==> config.mk <==
export PLATFORM = sky130hd
export DESIGN_NAME = bitmap_block_allocator_next_fit_top
export DESIGN_NICKNAME = d
export VERILOG_FILES = /design/src/rtl/bbanf_pkg.sv /design/src/rtl/bbanf_ram.sv /design/src/rtl/bbanf_ffz.sv /design/src/rtl/bitmap_block_allocator_next_fit_top.sv
export VERILOG_INCLUDE_DIRS = /design/src /design/src/rtl
export SDC_FILE = /design/constraint.sdc
export NUM_CORES = 2
export LEC_CHECK = 0
export BUFFER_PORTS_ARGS = -buffer_cell sky130_fd_sc_hd__buf_4
export CORE_MARGIN = 10
export CORE_UTILIZATION = 40
export DETAILED_ROUTE_END_ITERATION = 10
export REMOVE_ABC_BUFFERS = 1
export SETUP_SLACK_MARGIN = 0.1
export SLEW_MARGIN = 30
export SYNTH_ARGS = -nofsm -noshare
export SYNTH_HDL_FRONTEND = slang
export SYNTH_HIERARCHICAL = 1
export SYNTH_SLANG_ARGS = --single-unit
==> constraint.sdc <==
create_clock -name i_clk -period 10.1 [get_ports i_clk]
set_input_delay 1.515 -clock i_clk [delete_from_list [all_inputs] [get_ports i_clk]]
set_output_delay 1.515 -clock i_clk [all_outputs]
set_load 0.02 [all_outputs]
==> src/rtl/bitmap_block_allocator_next_fit_top_defines.svh <==
// Assertion macros for the next-fit bitmap block allocator.
// Included by modules that carry concurrent checks; needs i_clk and i_rst_n in scope.
`ifndef BITMAP_BLOCK_ALLOCATOR_NEXT_FIT_TOP_DEFINES_SVH
`define BITMAP_BLOCK_ALLOCATOR_NEXT_FIT_TOP_DEFINES_SVH

// cond implies expr in the same cycle
`define BBANF_IMPLY(name, cond, expr, msg) \
    name: assert property (@(posedge i_clk) disable iff (!i_rst_n) (cond) |-> (expr)) \
        else $error(msg);

// cond implies expr in the next cycle
`define BBANF_NEXT(name, cond, expr, msg) \
    name: assert property (@(posedge i_clk) disable iff (!i_rst_n) (cond) |=> (expr)) \
        else $error(msg);

`endif

==> src/rtl/bbanf_pkg.sv <==
// Shared types and codes for the next-fit bitmap block allocator.
// No dependencies.
package bbanf_pkg;

    localparam int BlockW  = 12;
    localparam int StatusW = 2;

    localparam logic FN_ALLOC = 1'b0;
    localparam logic FN_FREE  = 1'b1;

    typedef enum logic [StatusW-1:0] {
        ST_OK,
        ST_FULL,
        ST_BAD_FREE
    } t_status;

endpackage

==> src/rtl/bbanf_ram.sv <==
// Generic single-write, single-read RAM with registered read data.
// Read of the address being written returns the new word. No dependencies.
module bbanf_ram #(
    parameter int Width = 32,
    parameter int Depth = 128
) (
    input  logic                                 i_clk,
    input  logic                                 i_we,
    input  logic [(Depth > 1 ? $clog2(Depth) : 1)-1:0] i_waddr,
    input  logic [Width-1:0]                     i_wdata,
    input  logic [(Depth > 1 ? $clog2(Depth) : 1)-1:0] i_raddr,
    output logic [Width-1:0]                     o_rdata
);

    logic [Width-1:0] r_mem [Depth];
    logic [Width-1:0] r_rdata;

    always_ff @(posedge i_clk) begin
        if (i_we) begin
            r_mem[i_waddr] <= i_wdata;
        end
        if (i_we && (i_waddr == i_raddr)) begin
            r_rdata <= i_wdata;
        end else begin
            r_rdata <= r_mem[i_raddr];
        end
    end

    assign o_rdata = r_rdata;

endmodule

==> src/rtl/bbanf_ffz.sv <==
// Find-first-free unit: lowest clear bit of a map word at or above a start bit.
// Bits past the end of the map in the last word count as used. No dependencies.
module bbanf_ffz #(
    parameter int WordBits = 32,
    parameter int LastBits = 32
) (
    input  logic [WordBits-1:0]         i_word,
    input  logic [$clog2(WordBits)-1:0] i_lo,
    input  logic                        i_last,
    output logic                        o_found,
    output logic [$clog2(WordBits)-1:0] o_idx
);

    localparam int BW = $clog2(WordBits);

    logic [WordBits-1:0] w_free;
    logic [WordBits-1:0] w_low;
    logic [WordBits-1:0] w_lo_mask;
    logic [WordBits-1:0] w_end_mask;

    always_comb begin
        for (int i = 0; i < WordBits; i++) begin
            w_lo_mask[i]  = ((BW+1)'(i) >= {1'b0, i_lo});
            w_end_mask[i] = !i_last || (i < LastBits);
        end
    end

    assign w_free  = ~i_word & w_lo_mask & w_end_mask;
    assign w_low   = w_free & (~w_free + WordBits'(1));
    assign o_found = |w_free;

    always_comb begin
        for (int j = 0; j < BW; j++) begin
            o_idx[j] = 1'b0;
            for (int i = 0; i < WordBits; i++) begin
                if (((i >> j) & 1) == 1) begin
                    o_idx[j] = o_idx[j] | w_low[i];
                end
            end
        end
    end

endmodule

==> src/rtl/bitmap_block_allocator_next_fit_top.sv <==
// Next-fit bitmap block allocator: sequencer, cursor and result registers.
// Depends on bbanf_pkg, bbanf_ram, bbanf_ffz and the assertion macro header.
//
// After reset the block clears its bitmap memory one word a cycle with busy
// high. A word is taken when start is high and busy low. A free divides the
// block number by the word size, reads the map word and writes it back with
// the bit cleared only if the block was in use; an allocate marks the cursor
// block used, then scans from the block after it, reading one further map word
// per cycle through the single RAM read port, for at most one lap of the map.
// An allocate on a full map and a free of a block past the map end answer in
// the next cycle without raising busy. Each result is shown on o_granted
// and o_status for one cycle with o_done high and must be taken then: there is
// no back-pressure on the result side.
module bitmap_block_allocator_next_fit_top
    import bbanf_pkg::*;
#(
    parameter int NUM_BLOCKS    = 4096,
    parameter int MAP_WORD_BITS = 32
) (
    input  logic              i_clk,
    input  logic              i_rst_n,
    input  logic              start,
    output logic              busy,
    input  logic              i_func,
    input  logic [BlockW-1:0] i_block,
    output logic              o_done,
    output logic [BlockW-1:0] o_granted,
    output logic [StatusW-1:0] o_status
);

`include "bitmap_block_allocator_next_fit_top_defines.svh"

    localparam int MapWords = (NUM_BLOCKS + MAP_WORD_BITS - 1) / MAP_WORD_BITS;
    localparam int WA       = (MapWords > 1) ? $clog2(MapWords) : 1;
    localparam int BW       = $clog2(MAP_WORD_BITS);
    localparam int PW       = $clog2(NUM_BLOCKS);
    localparam int CntW     = $clog2(MapWords + 2);
    localparam int LastBits = NUM_BLOCKS - (MapWords - 1) * MAP_WORD_BITS;
    localparam int RecipS   = BlockW + BW;
    localparam int RecipM   = ((1 << RecipS) + MAP_WORD_BITS - 1) / MAP_WORD_BITS;

    typedef enum logic [2:0] {
        S_CLR,
        S_IDLE,
        S_A_UPD,
        S_SCAN,
        S_F_DIV,
        S_F_REM,
        S_F_UPD
    } t_state;

    t_state                r_state;
    logic [WA-1:0]         r_clr;
    logic                  r_full;
    logic [WA-1:0]         r_cur_w;
    logic [BW-1:0]         r_cur_b;
    logic [PW-1:0]         r_cur_base;
    logic [WA-1:0]         r_sc_w;
    logic [BW-1:0]         r_sc_lo;
    logic [PW-1:0]         r_sc_base;
    logic [CntW-1:0]       r_left;
    logic [BlockW-1:0]     r_blk;
    logic [WA-1:0]         r_q;
    logic [BW-1:0]         r_rem;
    logic [PW-1:0]         r_fbase;
    logic                  r_done;
    logic [BlockW-1:0]     r_granted;
    t_status               r_status;

    logic                  ram_we;
    logic [WA-1:0]         ram_waddr;
    logic [MAP_WORD_BITS-1:0] ram_wdata;
    logic [WA-1:0]         ram_raddr;
    logic [MAP_WORD_BITS-1:0] ram_rdata;

    logic                  ffz_found;
    logic [BW-1:0]         ffz_idx;

    logic                  w_blk_ok;
    logic                  w_cur_wrap;
    logic                  w_cur_last_w;
    logic                  w_sc_last_w;
    logic [WA-1:0]         w_start_w;
    logic [BW-1:0]         w_start_lo;
    logic [PW-1:0]         w_start_base;
    logic [WA-1:0]         w_sc_next_w;
    logic [PW-1:0]         w_sc_next_base;
    logic [31:0]           w_div_prod;
    logic [31:0]           w_base_prod;
    logic                  w_free_hit;

    assign busy = (r_state != S_IDLE);

    assign w_blk_ok     = ({20'd0, i_block} < 32'(NUM_BLOCKS));
    assign w_cur_last_w = (r_cur_w == WA'(MapWords - 1));
    assign w_sc_last_w  = (r_sc_w == WA'(MapWords - 1));
    assign w_cur_wrap   = (r_cur_b == BW'(MAP_WORD_BITS - 1)) ||
                          (w_cur_last_w && (r_cur_b == BW'(LastBits - 1)));

    // start of the scan: the block after the one being granted
    always_comb begin
        if (w_cur_wrap) begin
            w_start_w    = w_cur_last_w ? '0 : r_cur_w + WA'(1);
            w_start_base = w_cur_last_w ? '0 : r_cur_base + PW'(MAP_WORD_BITS);
            w_start_lo   = '0;
        end else begin
            w_start_w    = r_cur_w;
            w_start_base = r_cur_base;
            w_start_lo   = r_cur_b + BW'(1);
        end
    end

    assign w_sc_next_w    = w_sc_last_w ? '0 : r_sc_w + WA'(1);
    assign w_sc_next_base = w_sc_last_w ? '0 : r_sc_base + PW'(MAP_WORD_BITS);

    assign w_div_prod  = 32'(r_blk) * 32'(RecipM);
    assign w_base_prod = 32'(r_q) * 32'(MAP_WORD_BITS);
    assign w_free_hit  = ram_rdata[r_rem];

    always_comb begin
        ram_we    = 1'b0;
        ram_waddr = r_cur_w;
        ram_wdata = ram_rdata | (MAP_WORD_BITS'(1) << r_cur_b);
        ram_raddr = r_sc_w;
        case (r_state)
            S_CLR: begin
                ram_we    = 1'b1;
                ram_waddr = r_clr;
                ram_wdata = '0;
            end
            S_IDLE: begin
                ram_raddr = r_cur_w;
            end
            S_A_UPD: begin
                ram_we    = 1'b1;
                ram_raddr = w_start_w;
            end
            S_SCAN: begin
                ram_raddr = w_sc_next_w;
            end
            S_F_REM: begin
                ram_raddr = r_q;
            end
            S_F_UPD: begin
                ram_we    = w_free_hit;
                ram_waddr = r_q;
                ram_wdata = ram_rdata & ~(MAP_WORD_BITS'(1) << r_rem);
            end
            default: begin
                ram_we = 1'b0;
            end
        endcase
    end

    bbanf_ram #(
        .Width (MAP_WORD_BITS),
        .Depth (MapWords)
    ) u_map (
        .i_clk   (i_clk),
        .i_we    (ram_we),
        .i_waddr (ram_waddr),
        .i_wdata (ram_wdata),
        .i_raddr (ram_raddr),
        .o_rdata (ram_rdata)
    );

    bbanf_ffz #(
        .WordBits (MAP_WORD_BITS),
        .LastBits (LastBits)
    ) u_ffz (
        .i_word  (ram_rdata),
        .i_lo    (r_sc_lo),
        .i_last  (w_sc_last_w),
        .o_found (ffz_found),
        .o_idx   (ffz_idx)
    );

    always_ff @(posedge i_clk) begin
        if (!i_rst_n) begin
            r_state    <= S_CLR;
            r_clr      <= '0;
            r_full     <= 1'b0;
            r_cur_w    <= '0;
            r_cur_b    <= '0;
            r_cur_base <= '0;
            r_done     <= 1'b0;
        end else begin
            r_done <= 1'b0;
            case (r_state)
                S_CLR: begin
                    r_clr <= r_clr + WA'(1);
                    if (r_clr == WA'(MapWords - 1)) begin
                        r_state <= S_IDLE;
                    end
                end
                S_IDLE: begin
                    if (start) begin
                        r_blk <= i_block;
                        if (i_func == FN_ALLOC) begin
                            if (r_full) begin
                                r_done    <= 1'b1;
                                r_granted <= '0;
                                r_status  <= ST_FULL;
                            end else begin
                                r_state <= S_A_UPD;
                            end
                        end else if (!w_blk_ok) begin
                            r_done    <= 1'b1;
                            r_granted <= '0;
                            r_status  <= ST_BAD_FREE;
                        end else begin
                            r_state <= S_F_DIV;
                        end
                    end
                end
                S_A_UPD: begin
                    r_granted <= BlockW'(r_cur_base + PW'(r_cur_b));
                    r_sc_w    <= w_start_w;
                    r_sc_lo   <= w_start_lo;
                    r_sc_base <= w_start_base;
                    r_left    <= CntW'(MapWords + 1);
                    r_state   <= S_SCAN;
                end
                S_SCAN: begin
                    if (ffz_found) begin
                        r_cur_w    <= r_sc_w;
                        r_cur_b    <= ffz_idx;
                        r_cur_base <= r_sc_base;
                        r_done     <= 1'b1;
                        r_status   <= ST_OK;
                        r_state    <= S_IDLE;
                    end else if (r_left == CntW'(1)) begin
                        r_full   <= 1'b1;
                        r_done   <= 1'b1;
                        r_status <= ST_OK;
                        r_state  <= S_IDLE;
                    end else begin
                        r_left    <= r_left - CntW'(1);
                        r_sc_w    <= w_sc_next_w;
                        r_sc_base <= w_sc_next_base;
                        r_sc_lo   <= '0;
                    end
                end
                S_F_DIV: begin
                    r_q     <= WA'(w_div_prod >> RecipS);
                    r_state <= S_F_REM;
                end
                S_F_REM: begin
                    r_rem   <= BW'(32'(r_blk) - w_base_prod);
                    r_fbase <= PW'(w_base_prod);
                    r_state <= S_F_UPD;
                end
                S_F_UPD: begin
                    r_done    <= 1'b1;
                    r_granted <= '0;
                    r_state   <= S_IDLE;
                    if (w_free_hit) begin
                        r_status <= ST_OK;
                        if (r_full) begin
                            r_full     <= 1'b0;
                            r_cur_w    <= r_q;
                            r_cur_b    <= r_rem;
                            r_cur_base <= r_fbase;
                        end
                    end else begin
                        r_status <= ST_BAD_FREE;
                    end
                end
                default: begin
                    r_state <= S_IDLE;
                end
            endcase
        end
    end

    assign o_done    = r_done;
    assign o_granted = r_granted;
    assign o_status  = r_status;

    `BBANF_IMPLY(a_full_result_held, o_done && (o_status == ST_FULL), r_full,
                 "map-full result while map not marked full")
    `BBANF_IMPLY(a_fail_grants_zero, o_done && (o_status != ST_OK), o_granted == '0,
                 "failed word carries a nonzero block")
    `BBANF_IMPLY(a_scan_bounded, r_state == S_SCAN, r_left != '0,
                 "scan ran past one full lap of the map")
    `BBANF_NEXT(a_free_goes_busy, start && !busy && (i_func == FN_FREE) && w_blk_ok, busy,
                "in-range free did not start the free sequence")
    `BBANF_IMPLY(a_cursor_in_map, !r_full, r_cur_w <= WA'(MapWords - 1),
                 "cursor word outside the map")

endmodule

Word level (Yosys, flattened, before mapping) --
Memory sizes are Yosys's and may differ from the RTL's. A register that Yosys moved wholly into a read port is not among the register bits. Index checks and enable logic that the tools add are counted.
Storage, ports and cells: register bits 113, output and inout bits 16, word-level logic and storage cells 253, memories kept 1, input bits 16, RAM bits 4096
Cells by class: reduce and logical (&&, ||, !) cells 18, add/sub/neg operators 10, muxes and demuxes 67, order comparisons 32, bitwise logic cells 82, equal/unequal tests 24, shift operators 2
Memories:
- u_map.r_mem | depth 128, bits a word 32, read ports 1, clocked after Yosys merged registers in 1, write ports 1, line bbanf_ram.sv:15 | logic [Width-1:0] r_mem [Depth];
Operator list (number):
- $mux 12 | 11
- $and 32x32->32 | 3
- $not 32->32 | 3
- $ge 5x5->1 const A | 15
- $or 1x1->1 | 75
- $pmux 32 s2 | 1
- $shl 1x5->32 const A | 2
- $mux 7 | 8
- $pmux 12 s2 | 2
- $pmux 7 s2 | 3
- $ge 4x5->1 const A | 8
- $pmux 12 s3 | 1
- $add 32x1->32 const B | 1
- $or 32x32->32 | 1
- $reduce_or 32->1 | 1
- $mux 5 | 6
- $pmux 7 s4 | 1
- $add 12x6->12 const B | 2
- $add 7x1->7 const B | 3
- $eq 7x7->1 const B | 3
- $ge 3x5->1 const A | 4
- $ne 2x2->1 const B | 10
- $pmux 5 s2 | 2
- $mux 3 | 6
- other kinds (34) | 63

Depth between registers and ports, before layout --
depth in word-level cells 22, depth in mapped cells 20, mapped depth without buffers 16

By module --
Netlist, hierarchy kept.
By module, submodules not included:
- bbanf_ram | instances 1, sequential area each 123138.1 µm², cells an instance 5965, area each 155775.7 µm²
- bitmap_block_allocator_next_fit_top | instances 1, sequential area each 3032.9 µm², cells an instance 734, area each 6746.5 µm²
- bbanf_ffz | instances 1, sequential area each 0.0 µm², cells an instance 189, area each 1207.4 µm²

Worst setup path after synthesis --
Ideal clock, no wire load.
path kind reg-to-reg, from register r_state[2], to memory u_map.r_mem[0][24], data pin, period minus slack after synthesis 7.341 ns, setup time 1.197 ns, cell stages (with the launch flop) 6, arrival time 6.144 ns, setup slack 2.759 ns, path buffers 1, data required time 8.903 ns, cell sequence dfxtp_1 clkbuf_1 nor3_1 nor2_1 nand2_1 o21ai_0
On the way: word-level cells in the longest chain between the ends 2, elaborated cells on any way between the ends 3, classes of those cells 1 x eq/ne; 1 x mux; 1 x reduce/logical
Ends and longest elaborated chain:
- start, declared | line bitmap_block_allocator_next_fit_top.sv:52 | t_state r_state;
- start signal, assigned | line bitmap_block_allocator_next_fit_top.sv:180 | r_state <= S_CLR;
- start signal, assigned | line bitmap_block_allocator_next_fit_top.sv:193 | r_state <= S_IDLE;
- start signal, assigned | line bitmap_block_allocator_next_fit_top.sv:205 | r_state <= S_A_UPD;
- $eq 3x3->1 or $logic_not 3->1 (tied branches) | line bitmap_block_allocator_next_fit_top.sv:125 | case (r_state)
- $pmux 32 s2 (*) | line bitmap_block_allocator_next_fit_top.sv:125
- via ram_wdata[24] | line bitmap_block_allocator_next_fit_top.sv:72 | logic [MAP_WORD_BITS-1:0] ram_wdata;
- end, declared | line bbanf_ram.sv:15
The timed path passes the listed nets; every way through them passes the cells marked *.

==> flow_summary_export.csv <==
group,metric,value,unit
die,fp.coreArea,407000,um^2
clocking,insertion_delay,1.02,ns
synthesis,netlist.top_cell.by_area,"edfxtp_1",
worst_setup_path,critical_path_arrival,8.49,ns
layout,nets,7316,
drt,drt_first_iter_violations,11240,
layout,layout_common_cells,"edfxtp_1, mux4_2, clkbuf_16",
drt,top_layer,"met5",
synthesis,synth_edf_count,4173,
global_routing,grt_overflow_total,0,
drt,dr_wl_met2,208200,um
placement,gp_routability_congestion,0.8910,
synthesis,yosysTopAreaCellShare,0.7653,
sta,rsz0062_at_grt,"no",
drt,vias,78847,
clocking,postCtsHoldBufs,0,
clocking,cts_resized,0,
die,io_pins,32,
drt,route.layer.met1.wl,178500,um
synthesis,synth-seq-cells,4216,
synthesis,syn_inst,6888,
worst_setup_path,critPathCaptureType,"flop",
job,maxCapViolations,0,
synthesis,synth_cell_types,82,
clocking,clkTransAtPathRegs,0.06,ns
hold_path,min_to,"r_rem[4]",
die,rows,234,
power,powerDensity,183.7,nW/um^2
sta,fmax,127.5,MHz
global_routing,grt_pass1_wl,617200,um
worst_setup_path,required,10.75,ns
sta,fin_crit_sh,0.7765,
worst_setup_path,cp_max_fo,43,
clocking,post_cts_buffers,0,
die,start_util,0.4023,
clocking,clock_sinks,4216,
layout,seq_area,126200,um^2
worst_setup_path,r2r-end,"u_map/r_mem[70][8]",
sta,fin_crit,7.843,ns
synthesis,syn_area_per_cell,23.77,um^2
status,status,"finished clean",
worst_setup_path,path_class,"flop to flop",
clocking,cts_buffers,413,
sta,hold_ws,0.4185,ns
hold_path,hp-start,"r_blk[4]",
sta,maxSlewViolCount,0,
drt,antenna_left,0,
clocking,clockRootBuffer,"clkbuf_16",
synthesis,synth-seq-area-share,0.7706,
synthesis,ys_top_cells_by_area,"edfxtp_1, mux4_2, dfxtp_1",
power,ir_worst_vdd,169.8,uV
synthesis,synthFlopType,"edfxtp_1",
worst_setup_path,crit_path_start_kind,"flop",
layout,fill_cells,33235,
sta,tightestPinTransition,1.042,ns
clocking,htreeDepth,5,
synthesis,syn_area,163700,um^2
layout,drive_gt1_frac,0.3308,
global_routing,track_usage,0.1986,
sta,skew,0.06065,ns
power,p_leak,57.81,nW
sta,hold_viol,0,
global_routing,antenna_found_initial,43,
hold_path,min_path_type,"flop to flop",
placement,dp_slack,2.065,ns
drt,viasPerCell,6.032,
sta,tns,0,ns
layout,layout_commonest_cell,"edfxtp_1",
clocking,cts_buffer_depth,4,
placement,dpl.hpwl,247200,um
layout,multi_input_area,37240,um^2
drt,firstDrtPassIters,6,
layout,syn_to_final_growth,14.27,%
die,die_w,659.8,um
worst_setup_path,r2r_cells,15,
drt,drcViolationCount,0,
synthesis,async_flop_share,0,
power,p_total,34.37,mW
worst_setup_path,regToRegSetupSlack,2.26,ns
drt,drt_wl_total,442500,um
global_routing,grt_pass1_vias,78494,
die,die_h,659.8,um
drt,routed-wl-met3,41990,um
clocking,cts_tree,"yes",
global_routing,grt_max_degree,95,
drt,post_drt_wl_per_cell,33.85,um
hold_path,hold_path_depth,0,
synthesis,ys_warn_count,6,
die,dieArea,435300,um^2
sta,slew_headroom,0.3032,
placement,port_buffers,31,
sta,finalSetupViolCount,0,
sta,setup_slack,2.257,ns
-- per-stage QoR --
stage,instance area [um^2],instances,utilization
after floorplan,162200,6512,-
final,187100,13072,0.4597
after CTS,186900,13052,0.4592
after global placement,173200,12277,0.4257
after global routing,187100,13059,0.4596
after detailed placement,173500,12288,0.4264
-- critical path, stage by stage, from the launching register on --
cell	delay, ns
dfxtp_4	0.97
buf_12	0.37
buf_4	0.49
mux4_2	0.30
mux4_2	0.38
mux4_2	0.32
mux2_2	0.25
mux4_1	0.28
mux4_2	0.30
o211a_4	0.24
nand2_1	0.12
a21oi_2	0.58
nor2b_1	0.48
nand3_2	0.82
nor2_4	0.94
buf_4	0.46
-- kinds of logic (layout without fill, tap and decap cells) --
family | count (synthesis) | count (layout) | share of synthesized area
other | 0 | 15 | 0
XOR/XNOR | 36 | 36 | 0.001926
flip-flops | 4216 | 4216 | 0.7706
multiplexers | 1389 | 1389 | 0.1886
buffers and inverters | 405 | 1146 | 0.01025
AND/OR/NAND/NOR | 503 | 503 | 0.01388
adder cells (fa/ha/maj) | 20 | 20 | 0.001574
AO/OA/AOI/OAI | 319 | 319 | 0.01314
-- how the worst max path moves through the flow --
| stage | start | to | slack (ns) | cells after the start |
|---|---|---|---|---|
| after floorplan | flop | u_map/r_mem[0][15] | -38.55 | 6 |
| after global placement | flop | u_map/r_mem[70][8] | 2.12 | 15 |
| after detailed placement | flop | u_map/r_mem[70][15] | 2.07 | 15 |
| after CTS | flop | u_map/r_mem[70][19] | 2.03 | 15 |
| after global routing | flop | u_map/r_mem[70][19] | 2.14 | 15 |
| final | flop | u_map/r_mem[70][8] | 2.26 | 15 |
-- layout make-up --
class | instances | share of cell area
clock inverters | 268 | 0.01378
inverters | 29 | 0.0005818
well taps | 5428 | 0.03630
diodes | 15 | 0.0002006
repair buffers | 353 | 0.01788
clock buffers | 496 | 0.05768
flip-flops and latches | 4216 | 0.6745
multi-input cells | 2267 | 0.1991
-- synth_stat cells, types with 23 or more instances --
cell type  count
clkbuf_1     225
nand2_1      141
nor3_1        26
a22oi_1       23
a21oi_1       66
buf_2         87
nand3_1       33
nor2_1       198
buf_1         54
mux4_2      1350
mux2_2        33
dfxtp_1       43
edfxtp_1    4173
inv_1         27
o21ai_0       87
-- power by group --
group / switching [mW] / internal [mW] / total [mW] / leakage, nW
combinational: 0.120 / 0.0384 / 0.159 / 12.6
clock: 6.60 / 8.62 / 15.2 / 6.55
sequential: 0.0114 / 19.0 / 19.0 / 38.7
-- layer usage --
layer	up-vias	global-route usage
met1	43357	0.2859
met3	682	0.03669
li1	30600	-
met4	10	0.05669
met2	4198	0.3121
met5	-	0
-- registers in the layout, indices dropped and copies added (netlist names), named ones only --
register and count:
r_rem 5, r_sc_lo 5, r_sc_base 12, r_cur_w 7
r_fbase 7, r_cur_b 5, r_full 1, r_blk 12
r_state 3, u_map/r_mem 4096, r_clr 7, o_status 2
r_sc_w 7, r_q 7, o_granted 12, r_cur_base 12
o_done 1, r_left 8
Power figures use the tool's default switching activity.
